$ cat config.mk
export PLATFORM = sky130hd
export DESIGN_NAME = slot_stack_with_overflow_queue_unit
export DESIGN_NICKNAME = d
export VERILOG_FILES = /design/src/rtl/sscq_pkg.sv /design/src/rtl/slot_stack_with_overflow_queue_unit.sv /design/src/rtl/sscq_cell.sv
export SDC_FILE = /design/constraint.sdc
export NUM_CORES = 2
export LEC_CHECK = 0
export ABC_CLOCK_PERIOD_IN_PS = 6800
export BUFFER_PORTS_ARGS = -buffer_cell sky130_fd_sc_hd__buf_2
export CELL_PAD_IN_SITES_DETAIL_PLACEMENT = 1
export CELL_PAD_IN_SITES_GLOBAL_PLACEMENT = 2
export CORE_ASPECT_RATIO = 0.8
export CORE_MARGIN = 2
export CORE_UTILIZATION = 46
export DETAILED_ROUTE_END_ITERATION = 7
export PLACE_DENSITY = 0.81
export SLEW_MARGIN = 30
export SYNTH_ARGS = -nofsm -noshare
export SYNTH_HDL_FRONTEND = slang
export SYNTH_HIERARCHICAL = 1
export SYNTH_SLANG_ARGS = --single-unit
$ cat constraint.sdc
create_clock -name clock -period 6.8 [get_ports clock]
set_input_delay 1.02 -clock clock [delete_from_list [all_inputs] [get_ports clock]]
set_output_delay 1.02 -clock clock [all_outputs]
set_load 0.02 [all_outputs]
$ cat src/rtl/sscq_pkg.sv
package sscq_pkg;

   // defaults for the top level parameters
   localparam int STORE_SLOTS_DEF = 8;
   localparam int QUEUE_SLOTS_DEF = 16;
   localparam int KEY_BITS_DEF    = 48;

   // fixed field widths on the ports
   localparam int KEY_PORT_BITS   = 48;
   localparam int POSITION_BITS   = 5;
   localparam int STORE_CNT_BITS  = 4;
   localparam int QUEUE_CNT_BITS  = 5;

   typedef enum logic [1:0] {
      OP_PARK   = 2'd0,
      OP_REMOVE = 2'd1,
      OP_SEARCH = 2'd2
   } op_type;

   typedef enum logic [2:0] {
      ST_PARKED    = 3'd0,
      ST_QUEUED    = 3'd1,
      ST_DROPPED   = 3'd2,
      ST_REMOVED   = 3'd3,
      ST_EMPTY     = 3'd4,
      ST_NOT_FOUND = 3'd5,
      ST_IN_STORE  = 3'd6,
      ST_IN_QUEUE  = 3'd7
   } status_type;

   // per-cell update control: load has priority over shift
   typedef struct packed {
      logic load;
      logic shift;
   } cell_ctl_type;

endpackage

$ cat src/rtl/slot_stack_with_overflow_queue_unit.sv
// Ordered key store of STORE_SLOTS slots (slot 1 at the bottom) backed by an
// overflow queue of QUEUE_SLOTS keys. A park request appends the key on top of
// the store, or queues it when the store is full, or drops it when the queue
// is full too. A remove request deletes the topmost matching key, closes the
// gap and refills the top from the queue head. A search request reports the
// bottommost matching store slot, else the queue position. Both the store and
// the queue are rows of identical cells that compare every key against the
// request at once and shift keys to their lower neighbor when an entry leaves,
// so the queue head always sits in cell 0. On accept every cell registers its
// match bit; the evaluation state then picks the winning cell, updates the
// rows and loads the response register once the response slot is free. The next
// request is taken while the response waits; it completes once the response
// has been taken. Requests with the unused op code are swallowed without a
// response. rsp_tdata carries counts and positions cut to their port widths.
module slot_stack_with_overflow_queue_unit
   import sscq_pkg::*;
#(
   parameter int STORE_SLOTS = STORE_SLOTS_DEF,
   parameter int QUEUE_SLOTS = QUEUE_SLOTS_DEF,
   parameter int KEY_BITS    = KEY_BITS_DEF
) (
   input  logic        clock,
   input  logic        reset,
   // request channel
   input  logic        req_tvalid,
   output logic        req_tready,
   input  logic [47:0] req_tdata,    // key[47:0]
   input  logic [1:0]  req_tuser,    // op[1:0]
   // response channel
   output logic        rsp_tvalid,
   input  logic        rsp_tready,
   output logic [63:0] rsp_tdata,    // position[4:0], refilled[5], refilled_key[53:6],
                                     // store_count[57:54], queue_count[62:58], zero[63]
   output logic [2:0]  rsp_tuser     // status[2:0]
);

   // counter and index widths follow the row lengths
   localparam int SCW = $clog2(STORE_SLOTS + 1);
   localparam int QCW = $clog2(QUEUE_SLOTS + 1);
   localparam int SIW = (STORE_SLOTS > 1) ? $clog2(STORE_SLOTS) : 1;

   typedef enum logic [1:0] {
      S_IDLE = 2'b01,
      S_EVAL = 2'b10
   } state_type;

   state_type           state_ff, state_in;
   op_type              op_ff, op_in;
   logic [KEY_BITS-1:0] key_ff, key_in;
   logic [SCW-1:0]      scount_ff, scount_in;
   logic [QCW-1:0]      qcount_ff, qcount_in;

   // response register
   logic                      rsp_valid_ff, rsp_valid_in;
   status_type                rsp_status_ff, rsp_status_in;
   logic [POSITION_BITS-1:0]  rsp_position_ff, rsp_position_in;
   logic                      rsp_refilled_ff, rsp_refilled_in;
   logic [KEY_PORT_BITS-1:0]  rsp_refkey_ff, rsp_refkey_in;
   logic [STORE_CNT_BITS-1:0] rsp_scount_ff, rsp_scount_in;
   logic [QUEUE_CNT_BITS-1:0] rsp_qcount_ff, rsp_qcount_in;

   logic req_accept;
   logic eval_fire;

   // cell rows
   cell_ctl_type        s_ctl   [STORE_SLOTS];
   logic [KEY_BITS-1:0] s_key   [STORE_SLOTS];
   logic [STORE_SLOTS-1:0] s_match;
   cell_ctl_type        q_ctl   [QUEUE_SLOTS];
   logic [KEY_BITS-1:0] q_key   [QUEUE_SLOTS];
   logic [QUEUE_SLOTS-1:0] q_match;
   logic [KEY_BITS-1:0] s_load_key;

   // only one request in flight; it finishes when the response slot is free
   assign req_tready = (state_ff == S_IDLE);
   assign req_accept = req_tvalid && req_tready;
   assign eval_fire  = (state_ff == S_EVAL) && (!rsp_valid_ff || rsp_tready);

   // store row: cell j takes the key of cell j+1 when a slot below empties
   for (genvar j = 0; j < STORE_SLOTS; j++) begin : g_store
      logic [KEY_BITS-1:0] next_key;
      if (j == STORE_SLOTS - 1) begin : g_top
         assign next_key = '0;
      end else begin : g_mid
         assign next_key = s_key[j+1];
      end
      sscq_cell #(.KEY_BITS(KEY_BITS)) u_cell (
         .clock     (clock),
         .cmp_en    (req_accept),
         .cmp_key   (req_tdata[KEY_BITS-1:0]),
         .ctl       (s_ctl[j]),
         .load_key  (s_load_key),
         .next_key  (next_key),
         .key_out   (s_key[j]),
         .match_out (s_match[j])
      );
   end

   // queue row: head lives in cell 0, a pop shifts everything down one cell
   for (genvar j = 0; j < QUEUE_SLOTS; j++) begin : g_queue
      logic [KEY_BITS-1:0] next_key;
      if (j == QUEUE_SLOTS - 1) begin : g_top
         assign next_key = '0;
      end else begin : g_mid
         assign next_key = q_key[j+1];
      end
      sscq_cell #(.KEY_BITS(KEY_BITS)) u_cell (
         .clock     (clock),
         .cmp_en    (req_accept),
         .cmp_key   (req_tdata[KEY_BITS-1:0]),
         .ctl       (q_ctl[j]),
         .load_key  (key_ff),
         .next_key  (next_key),
         .key_out   (q_key[j]),
         .match_out (q_match[j])
      );
   end

   // refill takes the queue head, park takes the request key
   assign s_load_key = (op_ff == OP_REMOVE) ? q_key[0] : key_ff;

   // request capture and state sequencing
   always_comb begin
      state_in = state_ff;
      op_in    = op_ff;
      key_in   = key_ff;
      case (state_ff)
         S_IDLE: begin
            if (req_accept) begin
               op_in  = op_type'(req_tuser);
               key_in = req_tdata[KEY_BITS-1:0];
               case (op_type'(req_tuser))
                  OP_PARK, OP_REMOVE, OP_SEARCH: state_in = S_EVAL;
                  default:                       state_in = S_IDLE;
               endcase
            end
         end
         S_EVAL: begin
            if (eval_fire) begin
               state_in = S_IDLE;
            end
         end
         default: state_in = S_IDLE;
      endcase
   end

   // pick the winning cell, drive the row updates, build the response
   always_comb begin
      logic [STORE_SLOTS-1:0] s_hit;
      logic [QUEUE_SLOTS-1:0] q_hit;
      logic [SIW-1:0]         top_idx;
      logic [SIW-1:0]         low_idx;
      logic                   s_found;
      logic [POSITION_BITS-1:0] q_pos;
      logic                   q_found;
      logic [KEY_PORT_BITS-1:0] head_wide;

      for (int j = 0; j < STORE_SLOTS; j++) begin
         s_ctl[j] = '0;
         s_hit[j] = s_match[j] && (SCW'(j) < scount_ff);
      end
      for (int j = 0; j < QUEUE_SLOTS; j++) begin
         q_ctl[j] = '0;
         q_hit[j] = q_match[j] && (QCW'(j) < qcount_ff);
      end

      // topmost store hit for remove, bottommost for search
      top_idx = '0;
      for (int j = 0; j < STORE_SLOTS; j++) begin
         if (s_hit[j]) begin
            top_idx = SIW'(j);
         end
      end
      low_idx = '0;
      for (int j = STORE_SLOTS - 1; j >= 0; j--) begin
         if (s_hit[j]) begin
            low_idx = SIW'(j);
         end
      end
      s_found = |s_hit;
      q_pos   = '0;
      for (int j = QUEUE_SLOTS - 1; j >= 0; j--) begin
         if (q_hit[j]) begin
            q_pos = POSITION_BITS'(j + 1);
         end
      end
      q_found = |q_hit;

      head_wide                = '0;
      head_wide[KEY_BITS-1:0]  = q_key[0];

      scount_in       = scount_ff;
      qcount_in       = qcount_ff;
      rsp_status_in   = rsp_status_ff;
      rsp_position_in = '0;
      rsp_refilled_in = 1'b0;
      rsp_refkey_in   = '0;

      if (eval_fire) begin
         case (op_ff)
            OP_PARK: begin
               if (scount_ff < SCW'(STORE_SLOTS)) begin
                  for (int j = 0; j < STORE_SLOTS; j++) begin
                     s_ctl[j].load = (SCW'(j) == scount_ff);
                  end
                  scount_in       = scount_ff + 1'b1;
                  rsp_status_in   = ST_PARKED;
                  rsp_position_in = POSITION_BITS'(scount_ff + 1'b1);
               end else if (qcount_ff < QCW'(QUEUE_SLOTS)) begin
                  for (int j = 0; j < QUEUE_SLOTS; j++) begin
                     q_ctl[j].load = (QCW'(j) == qcount_ff);
                  end
                  qcount_in       = qcount_ff + 1'b1;
                  rsp_status_in   = ST_QUEUED;
                  rsp_position_in = POSITION_BITS'(qcount_ff + 1'b1);
               end else begin
                  rsp_status_in = ST_DROPPED;
               end
            end
            OP_REMOVE: begin
               if (scount_ff == '0) begin
                  rsp_status_in = ST_EMPTY;
               end else if (!s_found) begin
                  rsp_status_in = ST_NOT_FOUND;
               end else begin
                  rsp_status_in = ST_REMOVED;
                  // close the gap above the deleted slot
                  for (int j = 0; j < STORE_SLOTS - 1; j++) begin
                     s_ctl[j].shift = (j >= int'(top_idx));
                  end
                  if (qcount_ff != '0) begin
                     // queue head lands in the slot freed at the top
                     for (int j = 0; j < STORE_SLOTS; j++) begin
                        s_ctl[j].load = (SCW'(j) == scount_ff - 1'b1);
                     end
                     for (int j = 0; j < QUEUE_SLOTS - 1; j++) begin
                        q_ctl[j].shift = 1'b1;
                     end
                     qcount_in       = qcount_ff - 1'b1;
                     rsp_refilled_in = 1'b1;
                     rsp_refkey_in   = head_wide;
                  end else begin
                     scount_in = scount_ff - 1'b1;
                  end
               end
            end
            OP_SEARCH: begin
               if (s_found) begin
                  rsp_status_in   = ST_IN_STORE;
                  rsp_position_in = POSITION_BITS'(low_idx) + 1'b1;
               end else if (q_found) begin
                  rsp_status_in   = ST_IN_QUEUE;
                  rsp_position_in = q_pos;
               end else begin
                  rsp_status_in = ST_NOT_FOUND;
               end
            end
            default: begin
               rsp_status_in = ST_NOT_FOUND;
            end
         endcase
      end

      rsp_scount_in = STORE_CNT_BITS'(scount_in);
      rsp_qcount_in = QUEUE_CNT_BITS'(qcount_in);
   end

   // response handshake: a new response loads as the old one leaves
   always_comb begin
      rsp_valid_in = rsp_valid_ff;
      if (eval_fire) begin
         rsp_valid_in = 1'b1;
      end else if (rsp_tready) begin
         rsp_valid_in = 1'b0;
      end
   end

   always_ff @(posedge clock) begin
      if (reset) begin
         state_ff     <= S_IDLE;
         scount_ff    <= '0;
         qcount_ff    <= '0;
         rsp_valid_ff <= 1'b0;
      end else begin
         state_ff     <= state_in;
         scount_ff    <= scount_in;
         qcount_ff    <= qcount_in;
         rsp_valid_ff <= rsp_valid_in;
      end
   end

   // payload registers, no reset needed
   always_ff @(posedge clock) begin
      op_ff  <= op_in;
      key_ff <= key_in;
      if (eval_fire) begin
         rsp_status_ff   <= rsp_status_in;
         rsp_position_ff <= rsp_position_in;
         rsp_refilled_ff <= rsp_refilled_in;
         rsp_refkey_ff   <= rsp_refkey_in;
         rsp_scount_ff   <= rsp_scount_in;
         rsp_qcount_ff   <= rsp_qcount_in;
      end
   end

   assign rsp_tvalid = rsp_valid_ff;
   assign rsp_tuser  = rsp_status_ff;
   assign rsp_tdata  = {1'b0, rsp_qcount_ff, rsp_scount_ff, rsp_refkey_ff,
                        rsp_refilled_ff, rsp_position_ff};

`ifndef NO_ASSERTIONS
   // store never holds more than its slots
   a_store_bound: assert property (@(posedge clock) disable iff (reset)
      scount_ff <= SCW'(STORE_SLOTS))
      else $error("store count above slot limit");

   // keys only wait while every store slot is taken
   a_queue_needs_full_store: assert property (@(posedge clock) disable iff (reset)
      (qcount_ff != '0) |-> (scount_ff == SCW'(STORE_SLOTS)))
      else $error("queue holds keys while the store has room");

   // a response only appears after an evaluation cycle
   a_rsp_from_eval: assert property (@(posedge clock) disable iff (reset)
      $rose(rsp_valid_ff) |-> $past(state_ff == S_EVAL))
      else $error("response raised without evaluation");

   // a refill always leaves the queue one shorter and the store count unchanged
   a_refill_counts: assert property (@(posedge clock) disable iff (reset)
      (eval_fire && rsp_refilled_in) |=>
         (qcount_ff == $past(qcount_ff) - 1'b1) && $stable(scount_ff))
      else $error("refill count update wrong");
`endif

endmodule

$ cat src/rtl/sscq_cell.sv
module sscq_cell
   import sscq_pkg::*;
#(
   parameter int KEY_BITS = KEY_BITS_DEF
) (
   input  logic                clock,
   input  logic                cmp_en,
   input  logic [KEY_BITS-1:0] cmp_key,
   input  cell_ctl_type        ctl,
   input  logic [KEY_BITS-1:0] load_key,
   input  logic [KEY_BITS-1:0] next_key,
   output logic [KEY_BITS-1:0] key_out,
   output logic                match_out
);

   logic [KEY_BITS-1:0] key_ff;
   logic [KEY_BITS-1:0] key_in;
   logic                match_ff;
   logic                match_in;

   always_comb begin
      key_in = key_ff;
      if (ctl.load) begin
         key_in = load_key;
      end else if (ctl.shift) begin
         key_in = next_key;
      end
   end

   // compare against the broadcast key, held for the update cycle
   assign match_in = cmp_en ? (cmp_key == key_ff) : match_ff;

   always_ff @(posedge clock) begin
      key_ff   <= key_in;
      match_ff <= match_in;
   end

   assign key_out   = key_ff;
   assign match_out = match_ff;

endmodule
==> impl_metrics.xml <==
<?xml version="1.0" encoding="UTF-8"?>
<metrics>
  <group name="sta">
    <metric name="worst_hold_slack" unit="ps">466.5</metric>
    <metric name="final_hold_viol_count" unit="">0</metric>
    <metric name="timing.fmax" unit="MHz">201.9</metric>
    <metric name="clock-skew-final" unit="ps">29.50</metric>
    <metric name="worstMarginPinSlew" unit="ps">1026</metric>
    <metric name="rsz0062_at_grt" unit="">no</metric>
    <metric name="setup_viol" unit="">0</metric>
    <metric name="tns" unit="ps">0</metric>
    <metric name="fin_crit" unit="ps">4954</metric>
    <metric name="drv_slew" unit="">0</metric>
    <metric name="timing.slew.headroom" unit="%">31.62</metric>
    <metric name="final.period_utilization" unit="%">72.85</metric>
  </group>
  <group name="worst_setup_path">
    <metric name="critical_path.endpoint_type" unit="">flip-flop</metric>
    <metric name="reg2reg_setup_slack" unit="ps">1850</metric>
    <metric name="setup.worst_path.class" unit="">reg2reg</metric>
    <metric name="r2r_cells" unit="">12</metric>
    <metric name="required" unit="ps">7180</metric>
    <metric name="timing.rr.start" unit="">scount_ff[1]$_SDFF_PP0_</metric>
    <metric name="crit_arrival" unit="ps">5340</metric>
    <metric name="critPathLaunchType" unit="">flip-flop</metric>
    <metric name="worst_r2r_endpoint" unit="">g_store[6].u_cell/key_out[45]$_DFFE_PP_</metric>
    <metric name="timing.critical_path.fanout_max" unit="">53</metric>
  </group>
  <group name="detailed_routing">
    <metric name="drt_wl_total" unit="microns">178300</metric>
    <metric name="detail-route-antenna-nets" unit="">0</metric>
    <metric name="drt-initial-drc-count" unit="">2668</metric>
    <metric name="drcViolationCount" unit="">0</metric>
    <metric name="routed_wire_length_per_instance" unit="microns">25.20</metric>
    <metric name="dr_total_vias" unit="">39428</metric>
    <metric name="detail_route.vias_per_cell" unit="">5.573</metric>
    <metric name="drtPass1Iterations" unit="">5</metric>
  </group>
  <group name="final_layout">
    <metric name="layout.nets" unit="">5050</metric>
    <metric name="layout.area.seq" unit="sq um">39040</metric>
    <metric name="layout.cells.most_common_list" unit="">edfxtp_1, xor2_1, mux2_2, nor4_1, nand2_1</metric>
    <metric name="area.growth.synth_to_final" unit="%">11.34</metric>
    <metric name="fillerInstances" unit="">14366</metric>
    <metric name="drive_above_1_share" unit="%">32.13</metric>
    <metric name="multiInputGateArea" unit="sq um">29100</metric>
    <metric name="layout.cells.most_common" unit="">edfxtp_1</metric>
  </group>
  <group name="global_routing">
    <metric name="gr-usage-all-layers" unit="%">23.31</metric>
    <metric name="met1_usage" unit="%">32.07</metric>
    <metric name="grt_pass1_vias" unit="">42179</metric>
    <metric name="grt_first_pass_wirelength" unit="microns">272500</metric>
    <metric name="grt_start_max_net_pins" unit="">53</metric>
    <metric name="gr-usage-met3" unit="%">2.826</metric>
    <metric name="antenna_found_initial" unit="">5</metric>
    <metric name="globalRoute.totalOverflow" unit="">0</metric>
    <metric name="gr-usage-met2" unit="%">39.74</metric>
    <metric name="grt-busiest-layer" unit="">met2</metric>
  </group>
  <group name="cts">
    <metric name="numClockSinks" unit="">1304</metric>
    <metric name="cts_tree" unit="">built</metric>
    <metric name="clock_tree.root_cell" unit="">clkbuf_16</metric>
    <metric name="quantity_of_hold_fixing_buffers_added_after_cts" unit="">0</metric>
    <metric name="cts_inserted_buffers" unit="">141</metric>
    <metric name="cts_resized" unit="">0</metric>
    <metric name="cts.repair_timing.setup_buffer_count" unit="">0</metric>
    <metric name="worst_skew_pair.late_latency" unit="ps">770</metric>
    <metric name="clk_transition_reported_paths" unit="ps">60</metric>
    <metric name="h-tree-depth" unit="">4</metric>
    <metric name="ctsLongestPathBuffers" unit="">3</metric>
  </group>
  <group name="logic_synthesis">
    <metric name="synth_top_area_cell" unit="">edfxtp_1</metric>
    <metric name="area_share_of_xor_xnor_cells_in_the_synthesized_design" unit="%">14.80</metric>
    <metric name="complex_gate_fraction_of_the_synthesized_area" unit="%">1.099</metric>
    <metric name="main_combinational_cell_family_by_area_after_synthesis" unit="">multiplexers</metric>
    <metric name="synth_edf_count" unit="">1292</metric>
    <metric name="yosys_top_cell_area_share" unit="%">56.62</metric>
    <metric name="post_synth.cell_area_avg" unit="sq um">14.55</metric>
    <metric name="synth-warning-count" unit="">6</metric>
    <metric name="synth_cell_type_count" unit="">69</metric>
    <metric name="netlist_area" unit="sq um">68520</metric>
    <metric name="synth-adder-area-share" unit="%">0.2885</metric>
    <metric name="postSynth.topFlopCell" unit="">edfxtp_1</metric>
    <metric name="synth.yosys.seq_area_share" unit="%">56.97</metric>
    <metric name="post_synth_mux_area_share" unit="%">18.95</metric>
    <metric name="asyncSetResetFlopFracSynth" unit="%">0</metric>
    <metric name="netlist_top_cells_area" unit="">edfxtp_1, mux2_2, xor2_1</metric>
    <metric name="synth-seq-cells" unit="">1304</metric>
    <metric name="syn-instance-count" unit="">4709</metric>
    <metric name="synthSimpleGateAreaFrac" unit="%">6.501</metric>
  </group>
  <group name="worst_hold_path">
    <metric name="hold_path_depth" unit="">1</metric>
    <metric name="timing.hold.worst.class" unit="">in2reg</metric>
    <metric name="destination_of_the_worst_hold_path" unit="">op_ff[0]$_DFFE_PP_</metric>
    <metric name="hold_path_startpoint" unit="">req_tuser[0]</metric>
  </group>
  <group name="power_and_ir_drop">
    <metric name="combinationalPowerShare" unit="%">4.8</metric>
    <metric name="leakagePower" unit="uW">0.02587</metric>
    <metric name="share_seq_of_total_power" unit="%">51.6</metric>
    <metric name="power_switching" unit="uW">3925</metric>
    <metric name="peakVddDrop" unit="mV">0.2539</metric>
    <metric name="p_int" unit="uW">13470</metric>
    <metric name="share_clk_of_total_power" unit="%">43.6</metric>
    <metric name="power_per_cell_area" unit="nW/um^2">228.0</metric>
    <metric name="swShare" unit="%">22.56</metric>
  </group>
  <group name="floorplan">
    <metric name="die_area" unit="sq um">152100</metric>
    <metric name="start_util" unit="%">46.39</metric>
    <metric name="core.rowCount" unit="">126</metric>
    <metric name="io_pins" unit="">123</metric>
    <metric name="core" unit="sq um">147700</metric>
    <metric name="die-height" unit="microns">349.2</metric>
    <metric name="die_w" unit="microns">435.5</metric>
  </group>
  <group name="run_status">
    <metric name="outcome" unit="">finished, final reports clean</metric>
  </group>
  <group name="placement">
    <metric name="dp.final_hpwl" unit="microns">129600</metric>
    <metric name="portBuffers" unit="">121</metric>
    <metric name="place_congestion" unit="">0.8416</metric>
  </group>
  <group name="job">
    <metric name="count_of_maximum_capacitance_violations" unit="">0</metric>
  </group>
</metrics>
-- logic make-up after synthesis --
kind of cell | Yosys count
AND/OR/NAND/NOR | 790
buffers and inverters | 174
flip-flops | 1304
other | 1
multiplexers | 1153
AO/OA/AOI/OAI | 113
XOR/XNOR | 1158
adder cells (fa/ha/maj) | 16
-- state kept, by name, summed over array words and instances (netlist names) --
signal and count:
rsp_tuser 3, g_store.u_cell/match_out 8, key_ff 48, rsp_qcount_ff 5, rsp_refkey_ff 48, scount_ff 4, g_store.u_cell/key_out 384, g_queue.u_cell/match_out 16
rsp_position_ff 5, rsp_scount_ff 4, qcount_ff 5, op_ff 2, g_queue.u_cell/key_out 768, state_ff 2, rsp_refilled_ff 1, rsp_tvalid 1
-- worst max-delay path: stages (launching register included) --
cell      delay, ps
dfxtp_1         650
inv_1           260
ha_1            390
o21ai_1         310
a211oi_2        190
a211oi_4        290
buf_4           440
and3_1          310
a22oi_1         130
nor2_4          120
buf_4           580
or2_2           230
buf_4           550
-- how the worst max path moves through the flow --
| stage | cells after the start | slack (ps) | start | endpoint |
|---|---|---|---|---|
| floorplan | 6 | 480 | rsp_tready | g_queue[0].u_cell/key_out[0]$_DFFE_PP_ |
| global placement | 12 | 1990 | scount_ff[1]$_SDFF_PP0_ | g_store[6].u_cell/key_out[18]$_DFFE_PP_ |
| detailed placement | 12 | 1850 | scount_ff[1]$_SDFF_PP0_ | g_store[6].u_cell/key_out[2]$_DFFE_PP_ |
| CTS | 12 | 1830 | scount_ff[1]$_SDFF_PP0_ | g_store[6].u_cell/key_out[45]$_DFFE_PP_ |
| global route | 12 | 1530 | scount_ff[1]$_SDFF_PP0_ | g_store[6].u_cell/key_out[45]$_DFFE_PP_ |
| finish | 12 | 1850 | scount_ff[1]$_SDFF_PP0_ | g_store[6].u_cell/key_out[45]$_DFFE_PP_ |
-- stage by stage --
stage               total power, uW  utilization (%)  cells  cell area [sq um]  worst slack [ps]
global placement               9947            48.58   6821              71760              1991
floorplan                      9508                -   4807              68890             475.6
detailed placement             9976            48.62   6822              71830              1849
CTS                           17590            51.64   7073              76290              1831
global route                  17940            51.64   7073              76290              1526
finish                        17400            51.65   7075              76290              1846
-- power groups by stage --
stage	Combinational (uW)	Clock, uW	Sequential [uW]
2_1_floorplan	428	0	9080
3_3_place_gp	800	0	9150
3_5_place_dp	825	0	9150
4_1_cts	834	7770	8980
5_1_grt	904	8050	8990
6_report	828	7590	8980
-- per-layer routing --
layer  routed length (microns)  vias up
met5                        13        -
met4                      2711        2
met3                      5800      199
met2                     87490      666
met1                     82300    20487
li1                          -    18074
-- cell type report --
cell class / instances / share of cell area (%)
Clock inverter: 75 / 0.8725
Tap cell: 1984 / 3.254
Antenna cell: 2 / 0.006560
Sequential cell: 1304 / 51.17
Multi-Input combinational cell: 3329 / 38.15
Clock buffer: 176 / 4.977
Timing Repair Buffer: 191 / 1.509
Inverter: 14 / 0.06888
-- synth_stat cells (3+ instances only) --
master	count
edfxtp_1	1292
xor2_1	1153
mux2_2	1152
nor4_1	290
nand2_1	190
buf_2	82
nand4_1	75
and2_1	60
buf_4	50
nor2_1	45
a21oi_1	28
or2_2	28
nor3_2	26
o21ai_0	24
clkbuf_1	23
nand3_1	21
ha_1	15
nor2b_1	14
inv_1	13
dfxtp_1	12
and3_1	11
nor3_1	7
a22oi_1	6
o21a_1	6
or3_1	6
a31oi_1	5
o22ai_1	5
xnor2_1	5
a21o_1	4
buf_1	4
o21ai_1	4
nand2b_1	3
o21ai_2	3
o31ai_1	3
Power figures use the tool's default switching activity.
